## config.mk

```make
export PLATFORM = sky130hd
export DESIGN_NAME = wireless_hid_link_receiver_core
export DESIGN_NICKNAME = d
export VERILOG_FILES = /design/src/sv/whlr_pkg.sv /design/src/sv/wireless_hid_link_receiver_core.sv
export SDC_FILE = /design/constraint.sdc
export NUM_CORES = 1
export LEC_CHECK = 0
export ABC_CLOCK_PERIOD_IN_PS = 8200
export BUFFER_PORTS_ARGS = -buffer_cell sky130_fd_sc_hd__buf_2
export CAP_MARGIN = 5
export CORE_AREA = 8 8 179 181
export DETAILED_ROUTE_END_ITERATION = 12
export DIE_AREA = 0 0 187 189
export GPL_TIMING_DRIVEN = 0
export PLACE_DENSITY = 0.68
export RECOVER_POWER = 25
export SYNTH_ARGS = -nofsm -noshare
export SYNTH_HDL_FRONTEND = slang
export SYNTH_SLANG_ARGS = --single-unit
```

## constraint.sdc

```tcl
create_clock -name i_clk -period 8.2 [get_ports i_clk]
set_input_delay 0.41 -clock i_clk [delete_from_list [all_inputs] [get_ports i_clk]]
set_output_delay 0.41 -clock i_clk [all_outputs]
set_load 0.01 [all_outputs]
```

## src/sv/whlr_pkg.sv

```systemverilog
package whlr_pkg;

    // input item kinds
    localparam logic [1:0] KIND_PACKET = 2'd0;
    localparam logic [1:0] KIND_TICK   = 2'd1;
    localparam logic [1:0] KIND_BUTTON = 2'd2;

    // packet message types
    localparam logic [2:0] MSG_PAIR_REQ = 3'd0;
    localparam logic [2:0] MSG_KEYBOARD = 3'd1;
    localparam logic [2:0] MSG_MOUSE    = 3'd2;
    localparam logic [2:0] MSG_CONSUMER = 3'd3;
    localparam logic [2:0] MSG_PING     = 3'd4;

    // link states
    localparam logic [1:0] ST_UNPAIRED  = 2'd0;
    localparam logic [1:0] ST_PAIRING   = 2'd1;
    localparam logic [1:0] ST_SCANNING  = 2'd2;
    localparam logic [1:0] ST_CONNECTED = 2'd3;

    // led modes
    localparam logic [2:0] LED_OFF  = 3'd0;
    localparam logic [2:0] LED_ON   = 3'd1;
    localparam logic [2:0] LED_SLOW = 3'd2;
    localparam logic [2:0] LED_FAST = 3'd3;
    localparam logic [2:0] LED_ONCE = 3'd4;

    // reply kinds
    localparam logic [1:0] TX_NONE = 2'd0;
    localparam logic [1:0] TX_ACK  = 2'd1;
    localparam logic [1:0] TX_PAIR = 2'd2;
    localparam logic [1:0] TX_PONG = 2'd3;

    // report kinds
    localparam logic [1:0] RPT_NONE     = 2'd0;
    localparam logic [1:0] RPT_KEYBOARD = 2'd1;
    localparam logic [1:0] RPT_MOUSE    = 2'd2;
    localparam logic [1:0] RPT_CONSUMER = 2'd3;

    // register indexes (paddr[3:2])
    localparam logic [1:0] REG_OWN_ID       = 2'd0;
    localparam logic [1:0] REG_PAIR_TIMEOUT = 2'd1;
    localparam logic [1:0] REG_CHECK_PERIOD = 2'd2;
    localparam logic [1:0] REG_LINK_TIMEOUT = 2'd3;

    localparam logic [7:0]  ADDR_PREFIX      = 8'hD0;
    localparam logic [7:0]  PONG_BATTERY     = 8'hFF;
    localparam logic [7:0]  PREV_SEQ_RESET   = 8'hFF;
    localparam logic [15:0] PAIR_TIMEOUT_DEF = 16'd30000;
    localparam logic [15:0] CHECK_PERIOD_DEF = 16'd1000;
    localparam logic [15:0] LINK_TIMEOUT_DEF = 16'd2000;
    localparam logic [15:0] CNT_MAX          = 16'hFFFF;
    localparam logic [16:0] SINCE_MAX        = 17'h1FFFF;

    typedef struct packed {
        logic [1:0]  tx_kind;
        logic [7:0]  tx_seq;
        logic [7:0]  tx_leds;
        logic [31:0] pair_address;
        logic [1:0]  report_kind;
        logic [63:0] report_data;
        logic [1:0]  link_state;
        logic        is_connected;
        logic        is_paired;
        logic [2:0]  led_pattern;
    } t_result;

endpackage

```

## src/sv/wireless_hid_link_receiver_core.sv

```systemverilog
// channel   | valid        | ready        | beat contents
// ----------+--------------+--------------+--------------------------------------------
// item in   | i_in_valid   | o_in_ready   | kind, pkt_type, seq, peer_address, buttons,
//           |              |              | payload, host_leds, button_down
// result    | o_out_valid  | i_out_ready  | reply, new report, link status, led mode
// config    | psel/penable | pready (=1)  | apb write/read of the four registers
//
// one item per cycle unless a waiting result is not taken: the link state is updated and the
// result register loaded in the same edge that accepts the beat, so a result appears in the cycle after acceptance
// the result register is the only stage; o_in_ready stays high while it is empty or
// being drained, so a waiting result does not stop the next beat if it is taken
// synchronous active-low reset puts the link in unpaired with slow blink and restores
// the register defaults; no clearing pass is needed
module wireless_hid_link_receiver_core
    import whlr_pkg::*;
(
    input  logic        i_clk,
    input  logic        i_rst_n,

    // item in
    input  logic        i_in_valid,
    output logic        o_in_ready,
    input  logic [1:0]  i_kind,
    input  logic [2:0]  i_pkt_type,
    input  logic [7:0]  i_seq,
    input  logic [31:0] i_peer_address,
    input  logic [7:0]  i_modifier_or_buttons,
    input  logic [47:0] i_payload,
    input  logic [7:0]  i_host_leds,
    input  logic        i_button_down,

    // result out
    output logic        o_out_valid,
    input  logic        i_out_ready,
    output logic [1:0]  o_tx_kind,
    output logic [7:0]  o_tx_seq,
    output logic [7:0]  o_tx_leds,
    output logic [31:0] o_pair_address,
    output logic [1:0]  o_report_kind,
    output logic [63:0] o_report_data,
    output logic [1:0]  o_link_state,
    output logic        o_is_connected,
    output logic        o_is_paired,
    output logic [2:0]  o_led_pattern,

    // configuration
    input  logic        psel,
    input  logic        penable,
    input  logic        pwrite,
    input  logic [3:0]  paddr,
    input  logic [31:0] pwdata,
    output logic [31:0] prdata,
    output logic        pready
);

    // configuration registers
    logic [23:0] r_own_id;
    logic [15:0] r_pair_timeout;
    logic [15:0] r_check_period;
    logic [15:0] r_link_timeout;

    // link state; the peer address of a pairing request is not kept since
    // nothing in this block reads it back
    logic [1:0]  r_link, n_link;
    logic        r_paired, n_paired;
    logic        r_conn, n_conn;
    logic [7:0]  r_prev_seq, n_prev_seq;
    logic [16:0] r_since, n_since;
    logic [15:0] r_check_cnt, n_check_cnt;
    logic [15:0] r_pair_cnt, n_pair_cnt;
    logic [2:0]  r_led, n_led;
    logic        r_btn_prev, n_btn_prev;

    // result register
    logic        r_out_valid;
    t_result     r_res, n_res;

    logic        w_accept;
    logic        w_cfg_wr;
    logic        w_go;
    logic [1:0]  w_go_tgt;

    assign pready      = 1'b1;
    assign o_in_ready  = !r_out_valid || i_out_ready;
    assign w_accept    = i_in_valid && o_in_ready;
    assign w_cfg_wr    = psel && penable && pwrite && pready;

    // ---------------- apb register file ----------------
    always_ff @(posedge i_clk) begin
        if (!i_rst_n) begin
            r_own_id       <= '0;
            r_pair_timeout <= PAIR_TIMEOUT_DEF;
            r_check_period <= CHECK_PERIOD_DEF;
            r_link_timeout <= LINK_TIMEOUT_DEF;
        end else if (w_cfg_wr) begin
            unique case (paddr[3:2])
                REG_OWN_ID:       r_own_id       <= pwdata[23:0];
                REG_PAIR_TIMEOUT: r_pair_timeout <= pwdata[15:0];
                REG_CHECK_PERIOD: r_check_period <= pwdata[15:0];
                REG_LINK_TIMEOUT: r_link_timeout <= pwdata[15:0];
            endcase
        end
    end

    always_comb begin
        unique case (paddr[3:2])
            REG_OWN_ID:       prdata = {8'h00, r_own_id};
            REG_PAIR_TIMEOUT: prdata = {16'h0000, r_pair_timeout};
            REG_CHECK_PERIOD: prdata = {16'h0000, r_check_period};
            REG_LINK_TIMEOUT: prdata = {16'h0000, r_link_timeout};
        endcase
    end

    // ---------------- per-item decision ----------------
    // first the item's own effects, then at most one state change whose
    // entry actions override led mode and counters
    always_comb begin
        n_link      = r_link;
        n_paired    = r_paired;
        n_conn      = r_conn;
        n_prev_seq  = r_prev_seq;
        n_since     = r_since;
        n_check_cnt = r_check_cnt;
        n_pair_cnt  = r_pair_cnt;
        n_led       = r_led;
        n_btn_prev  = r_btn_prev;
        w_go        = 1'b0;
        w_go_tgt    = r_link;
        n_res       = '0;

        unique case (i_kind)
            KIND_PACKET: begin
                // any packet counts as activity, even one that is dropped
                n_since = '0;
                unique case (i_pkt_type)
                    MSG_PAIR_REQ: begin
                        if (r_link == ST_PAIRING) begin
                            n_res.tx_kind      = TX_PAIR;
                            n_res.pair_address = {ADDR_PREFIX, r_own_id};
                            n_paired           = 1'b1;
                            w_go               = 1'b1;
                            w_go_tgt           = ST_SCANNING;
                        end
                    end
                    MSG_KEYBOARD: begin
                        if (r_link == ST_SCANNING || r_link == ST_CONNECTED) begin
                            if (i_seq != r_prev_seq) begin
                                n_prev_seq        = i_seq;
                                n_res.report_kind = RPT_KEYBOARD;
                                n_res.report_data = {i_payload, 8'h00,
                                                     i_modifier_or_buttons};
                                n_led             = LED_ONCE;
                            end
                            n_res.tx_kind = TX_ACK;
                            n_res.tx_seq  = i_seq;
                            n_res.tx_leds = i_host_leds;
                            w_go          = 1'b1;
                            w_go_tgt      = ST_CONNECTED;
                        end
                    end
                    MSG_MOUSE, MSG_CONSUMER: begin
                        if (r_link == ST_CONNECTED) begin
                            if (i_seq != r_prev_seq) begin
                                n_prev_seq = i_seq;
                                if (i_pkt_type == MSG_MOUSE) begin
                                    n_res.report_kind = RPT_MOUSE;
                                    n_res.report_data = {32'h0, i_payload[23:0],
                                                         i_modifier_or_buttons};
                                end else begin
                                    n_res.report_kind = RPT_CONSUMER;
                                    n_res.report_data = {48'h0, i_payload[15:0]};
                                end
                            end
                            n_res.tx_kind = TX_ACK;
                            n_res.tx_seq  = i_seq;
                            n_res.tx_leds = i_host_leds;
                        end
                    end
                    MSG_PING: begin
                        if (r_link == ST_SCANNING || r_link == ST_CONNECTED) begin
                            n_res.tx_kind = TX_PONG;
                            n_res.tx_leds = PONG_BATTERY;
                            w_go          = 1'b1;
                            w_go_tgt      = ST_CONNECTED;
                        end
                    end
                    default: begin
                        // unknown message types are dropped
                    end
                endcase
            end
            KIND_TICK: begin
                if (r_since != SINCE_MAX) begin
                    n_since = r_since + 17'd1;
                end
                if (r_link == ST_PAIRING) begin
                    if (r_pair_cnt != CNT_MAX) begin
                        n_pair_cnt = r_pair_cnt + 16'd1;
                    end
                    if (n_pair_cnt >= r_pair_timeout) begin
                        w_go     = 1'b1;
                        w_go_tgt = r_paired ? ST_SCANNING : ST_UNPAIRED;
                    end
                end else if (r_link == ST_CONNECTED) begin
                    if (r_check_cnt != CNT_MAX) begin
                        n_check_cnt = r_check_cnt + 16'd1;
                    end
                    if (n_check_cnt >= r_check_period) begin
                        n_check_cnt = '0;
                        if (n_since > {1'b0, r_link_timeout}) begin
                            w_go     = 1'b1;
                            w_go_tgt = ST_SCANNING;
                        end
                    end
                end
            end
            KIND_BUTTON: begin
                // flash-once ends at the next button sample
                if (r_led == LED_ONCE) begin
                    n_led = r_conn ? LED_ON : LED_SLOW;
                end
                if (i_button_down && !r_btn_prev) begin
                    n_btn_prev = 1'b1;
                    w_go       = 1'b1;
                    w_go_tgt   = ST_PAIRING;
                end else if (!i_button_down) begin
                    n_btn_prev = 1'b0;
                end
            end
            default: begin
                // unused kind: status only
            end
        endcase

        // state entry actions; re-entering the current state does nothing
        if (w_go && w_go_tgt != r_link) begin
            n_link = w_go_tgt;
            unique case (w_go_tgt)
                ST_UNPAIRED: begin
                    n_led = LED_SLOW;
                end
                ST_PAIRING: begin
                    n_led      = LED_FAST;
                    n_pair_cnt = '0;
                end
                ST_SCANNING: begin
                    n_led  = LED_SLOW;
                    n_conn = 1'b0;
                end
                ST_CONNECTED: begin
                    n_led       = LED_ON;
                    n_conn      = 1'b1;
                    n_check_cnt = '0;
                end
            endcase
        end

        n_res.link_state   = n_link;
        n_res.is_connected = n_conn;
        n_res.is_paired    = n_paired;
        n_res.led_pattern  = n_led;
    end

    // ---------------- state and result registers ----------------
    always_ff @(posedge i_clk) begin
        if (!i_rst_n) begin
            r_link      <= ST_UNPAIRED;
            r_paired    <= 1'b0;
            r_conn      <= 1'b0;
            r_prev_seq  <= PREV_SEQ_RESET;
            r_since     <= '0;
            r_check_cnt <= '0;
            r_pair_cnt  <= '0;
            r_led       <= LED_SLOW;
            r_btn_prev  <= 1'b0;
            r_out_valid <= 1'b0;
        end else begin
            if (w_accept) begin
                r_link      <= n_link;
                r_paired    <= n_paired;
                r_conn      <= n_conn;
                r_prev_seq  <= n_prev_seq;
                r_since     <= n_since;
                r_check_cnt <= n_check_cnt;
                r_pair_cnt  <= n_pair_cnt;
                r_led       <= n_led;
                r_btn_prev  <= n_btn_prev;
                r_out_valid <= 1'b1;
            end else if (i_out_ready) begin
                r_out_valid <= 1'b0;
            end
        end
    end

    // result payload holds until the next accepted beat
    always_ff @(posedge i_clk) begin
        if (w_accept) begin
            r_res <= n_res;
        end
    end

    assign o_out_valid    = r_out_valid;
    assign o_tx_kind      = r_res.tx_kind;
    assign o_tx_seq       = r_res.tx_seq;
    assign o_tx_leds      = r_res.tx_leds;
    assign o_pair_address = r_res.pair_address;
    assign o_report_kind  = r_res.report_kind;
    assign o_report_data  = r_res.report_data;
    assign o_link_state   = r_res.link_state;
    assign o_is_connected = r_res.is_connected;
    assign o_is_paired    = r_res.is_paired;
    assign o_led_pattern  = r_res.led_pattern;

`ifndef SYNTHESIS
    // connected state always carries the connected flag
    a_conn_flag: assert property (@(posedge i_clk) disable iff (!i_rst_n)
        o_out_valid && o_link_state == ST_CONNECTED |-> o_is_connected)
        else $error("connected state without connected flag");

    // a pairing response marks the link as paired
    a_pair_resp: assert property (@(posedge i_clk) disable iff (!i_rst_n)
        o_out_valid && o_tx_kind == TX_PAIR |-> o_is_paired && o_link_state == ST_SCANNING)
        else $error("pairing response without paired scanning state");

    // every new report is acknowledged
    a_report_ack: assert property (@(posedge i_clk) disable iff (!i_rst_n)
        o_out_valid && o_report_kind != RPT_NONE |-> o_tx_kind == TX_ACK)
        else $error("report without ack");

    // fast blink only while pairing
    a_fast_blink: assert property (@(posedge i_clk) disable iff (!i_rst_n)
        o_out_valid && o_led_pattern == LED_FAST |-> o_link_state == ST_PAIRING)
        else $error("fast blink outside pairing");
`endif

endmodule
```

==> run summary <==
The class of the most critical setup path is reg -> reg. The number of gates given a new drive strength after cts is 0. In the synthesized netlist, the number of instances is between 1k and 1.5k. The mapped cell area is between 10000 and 15000 µm². The post-detailed-route count of antenna-violating nets came out at 0. The count of H-tree levels built during CTS came out at 1. Before antenna repair, the detailed router went through 6 iterations.

The initial antenna violation count came out at 1. The top cell types in the final layout, fill and taps aside, are 226 x sky130_fd_sc_hd__nand2_1, 178 x sky130_fd_sc_hd__clkbuf_1, 138 x sky130_fd_sc_hd__buf_2, 138 x sky130_fd_sc_hd__dfxtp_1, 120 x sky130_fd_sc_hd__a21oi_1. The maximum operating frequency came out at 189.2 MHz. The core area came out at roughly 29000 µm².

The total negative setup slack is 0 ps. From bottom edge to top edge, the die measures around 190 µm. The final count of hold timing violations is 0. In this run the register-to-register setup slack is slightly below 3000 ps. The post-detailed-route via-to-cell ratio is 5.495. The count of buffers inserted at the top-level ports came out at about 250. The average detailed-routed wire length per instance came out at 19.05 µm.

In this run the critical register-to-register path is launched from r_pair_cnt[0]$_SDFFE_PN0P_. For this run, the total global-route usage over all layers was measured as between 20% and 30%. Entering global routing, the biggest net connects 64 pins.

For the final database, setup skew stands at around 24 ps. The fraction of the cycle the final worst path needs came out at between 60% and 70%. The fraction of final layout cells with drive strength greater than 1 came out at between 10 and 15%. Sequential elements use between 40% and 50% of the synthesized area. The count of flip-flops with a built-in enable after synthesis came out at 116. STA classifies the critical path startpoint as a flip-flop.

Once the floorplan was initialized, standard cells occupied between 40 and 50% of the core. TritonCTS built the clock tree. Cells fill 53.22% of the core in the end. For this run, the leading register cell type out of synthesis is sky130_fd_sc_hd__dfxtp_1. After layout, the design draws a total of around 2.9 mW.

After detailed routing, the number of remaining DRC violations is 0. The largest fanout on the critical path is 10. The post-layout minimum cycle time is roughly 5300 ps. Of all flip-flops after synthesis, the portion carrying an async set or reset was 0%.

Setup repair after global routing left no endpoint under its margin. The number of global-route vias before repair was about 11k. The hold-critical path depth came out at 3.

The synthesis-to-finish area growth came out at 20.25%. The synthesis warning total came out at 0. The number of maximum-capacitance constraint violations came out at 0. For the worst setup path, the data arrival time is 5540 ps. The clock edge transition at the registers on the reported setup and hold paths came out at about 60 ps. The clock drives 254 sinks.

The global-route wire length before repair is just over 60000 µm. The end of the worst register-to-register path is o_is_connected$_DFFE_PP_. The HPWL after detailed placement is 30250 µm. The average cell area after synthesis is about 9.4 µm². The run finished with clean final reports.

The number of vias after detailed routing is roughly 11k. The die span in x came out at ~190 µm. The post-cts hold buffer count came out at 0. Clock tree synthesis inserted a total of 28 buffers. The number of endpoints failing setup at the final stage came out at 0.

The floorplan has between 60 and 70 rows. Counting cells, the worst reg-to-reg path comes to 15. The final number of max-transition violations was 0. The post-CTS setup buffer count came out at 0. The routability congestion estimate is 0.9229. The insertion delay of the later-clocked pin in the worst-skew pair is about 550 ps. For the pin with the worst max-slew slack, the measured transition is roughly 1100 ps. The worst hold path begins at pwdata[19]. The die area is between 30000 and 40000 µm². Summed over all cells, the static leakage comes to between 5 and 6 nW. The maximum count of clock buffers along a single path is 3. The synthesized netlist contains 67 unique library cells.

The I/O pin total is between 300 and 400. The path with the worst hold slack has its endpoint at r_own_id[19]$_SDFFE_PN0P_. Counting flops and latches in the post-synthesis netlist gives approximately 250. The maximum resistive drop on vdd is approximately 0.16 mV. The number of design-rule violations left by the first detailed-router iteration is slightly above 900. The net count of the finished layout came out at between 1.5k and 2k. The leftover overflow at the end of global routing came out at 0.

The tightest min-delay check is of the in -> reg type. STA classifies the critical path endpoint as a flip-flop. STA puts the critical path data required time at roughly 8500 ps.

The ratio of total power to cell area is 184.4 nW/µm². Clock tree synthesis selected as its root buffer the cell sky130_fd_sc_hd__clkbuf_16. Wires add up to approximately 40000 µm. Leaving out fill and tap cells, the most frequent cell in the layout is sky130_fd_sc_hd__nand2_1. In this run the tightest slew margin relative to its limit is between 20 and 30%.
==> power breakdown <==
| group | switching (mW) | leakage [nW] | total (mW) | internal, mW |
|---|---|---|---|---|
| logic | 0.158 | 3.17 | 0.238 | 0.0794 |
| clock network | 0.518 | 0.464 | 1.26 | 0.741 |
| registers | 0.0157 | 2.29 | 1.37 | 1.36 |
==> logic make-up (layout without fill, tap and decap cells) <==
group / after synthesis / in the layout / share of synthesized area, %
other: 2 / 15 / 0.05802
muxes: 31 / 31 / 3.983
adders and majority gates: 51 / 51 / 4.930
buffers and inverters: 155 / 460 / 5.152
DFF: 254 / 254 / 48.26
and+or+nand+nor: 543 / 543 / 19.67
AOI/OAI and AO/OA: 282 / 282 / 14.30
xor gates and xnor gates: 54 / 54 / 3.654
==> registers in the layout, summed over array words and instances, names as in the netlist, 3 cells and up <==
register        flops
o_pair_address     25
r_own_id           24
r_pair_timeout     16
o_led_pattern       3
r_check_period     16
r_led               3
r_link_timeout     16
r_prev_seq          8
r_check_cnt        16
o_tx_leds           8
o_tx_seq            8
o_report_data      64
r_pair_cnt         16
r_since            17
==> cells in the mapped netlist (6+ instances only) <==
cell type,instances,area (µm²)
sky130_fd_sc_hd__xnor2_1,35,306.5
sky130_fd_sc_hd__edfxtp_1,116,3483
sky130_fd_sc_hd__dfxtp_1,138,2763
sky130_fd_sc_hd__buf_1,8,30.03
sky130_fd_sc_hd__o221ai_1,10,87.58
sky130_fd_sc_hd__buf_4,17,127.6
sky130_fd_sc_hd__and2_1,76,475.5
sky130_fd_sc_hd__nand2b_1,6,37.54
sky130_fd_sc_hd__and3_1,11,68.82
sky130_fd_sc_hd__mux4_2,16,360.4
sky130_fd_sc_hd__o21ai_0,11,55.05
sky130_fd_sc_hd__nor2_1,100,375.4
sky130_fd_sc_hd__o21ai_1,15,75.07
sky130_fd_sc_hd__a22oi_1,25,187.7
sky130_fd_sc_hd__mux2i_1,11,110.1
sky130_fd_sc_hd__nor4_1,7,43.79
sky130_fd_sc_hd__inv_1,62,232.7
sky130_fd_sc_hd__a211oi_1,20,150.1
sky130_fd_sc_hd__nor3_1,24,120.1
sky130_fd_sc_hd__a32o_1,10,100.1
sky130_fd_sc_hd__a21oi_1,120,600.6
sky130_fd_sc_hd__o211ai_1,24,180.2
sky130_fd_sc_hd__clkbuf_1,56,210.2
sky130_fd_sc_hd__o21a_1,8,60.06
sky130_fd_sc_hd__ha_1,51,638.1
sky130_fd_sc_hd__nand4_1,23,143.9
sky130_fd_sc_hd__or4_1,7,52.55
sky130_fd_sc_hd__nand3_1,37,185.2
sky130_fd_sc_hd__nand2_1,226,848.3
sky130_fd_sc_hd__xor2_1,19,166.4
==> worst max-delay path: stages, from the launching register on <==
cell and delay [ps]:
sky130_fd_sc_hd__dfxtp_1 480, sky130_fd_sc_hd__ha_1 340, sky130_fd_sc_hd__nand4_1 120, sky130_fd_sc_hd__nor4_1 830, sky130_fd_sc_hd__nand2_1 210, sky130_fd_sc_hd__clkbuf_1 290, sky130_fd_sc_hd__nand3_1 160, sky130_fd_sc_hd__xnor2_1 90
sky130_fd_sc_hd__ha_1 330, sky130_fd_sc_hd__o2111ai_1 120, sky130_fd_sc_hd__a311oi_1 290, sky130_fd_sc_hd__nor2_1 120, sky130_fd_sc_hd__a2111oi_0 670, sky130_fd_sc_hd__a22oi_1 370, sky130_fd_sc_hd__a211oi_1 400, sky130_fd_sc_hd__o21ai_1 160
==> worst max-delay path by stage <==
stage,start,endpoint,slack (ps),cells past startpoint
2_1_floorplan,i_out_ready,r_check_cnt[1]$_SDFFE_PN0P_,3010,8
3_3_place_gp,i_out_ready,r_check_cnt[2]$_SDFFE_PN0P_,620,9
3_5_place_dp,r_pair_cnt[0]$_SDFFE_PN0P_,o_is_connected$_DFFE_PP_,3090,15
4_1_cts,r_pair_cnt[0]$_SDFFE_PN0P_,o_is_connected$_DFFE_PP_,3070,15
5_1_grt,r_pair_cnt[0]$_SDFFE_PN0P_,o_is_connected$_DFFE_PP_,2560,15
6_report,r_pair_cnt[0]$_SDFFE_PN0P_,o_is_connected$_DFFE_PP_,2920,15
==> metal layers <==
metal	routed length [µm]	GRT usage, %
met1	16200	26.80
met2	19020	36.31
met3	3035	3.790
met4	1363	7.514
met5	0	0
==> layout make-up <==
cell class	count	area [µm²]
Antenna cell	1	2.502
Buffer	88	419.2
Clock buffer	40	838.3
Clock inverter	12	87.58
Fill cell	2797	13680
Inverter	67	251.5
Multi-Input combinational cell	975	6076
Sequential cell	254	6246
Tap cell	390	488.0
Timing Repair Buffer	253	1156
==> through the flow <==
step           instance area, µm²  std cells  hold slack, ps  worst slack, ps
6_report                    15560       2080           110.0             2915
5_1_grt                     15560       2080           108.7             2558
3_5_place_dp                14780       2027           457.8             3089
2_1_floorplan               12990       1384           440.1             3012
3_3_place_gp                14730       2025           451.4            621.1
4_1_cts                     15710       2079           97.02             3072
No activity file was read; power rests on OpenSTA's default activity.
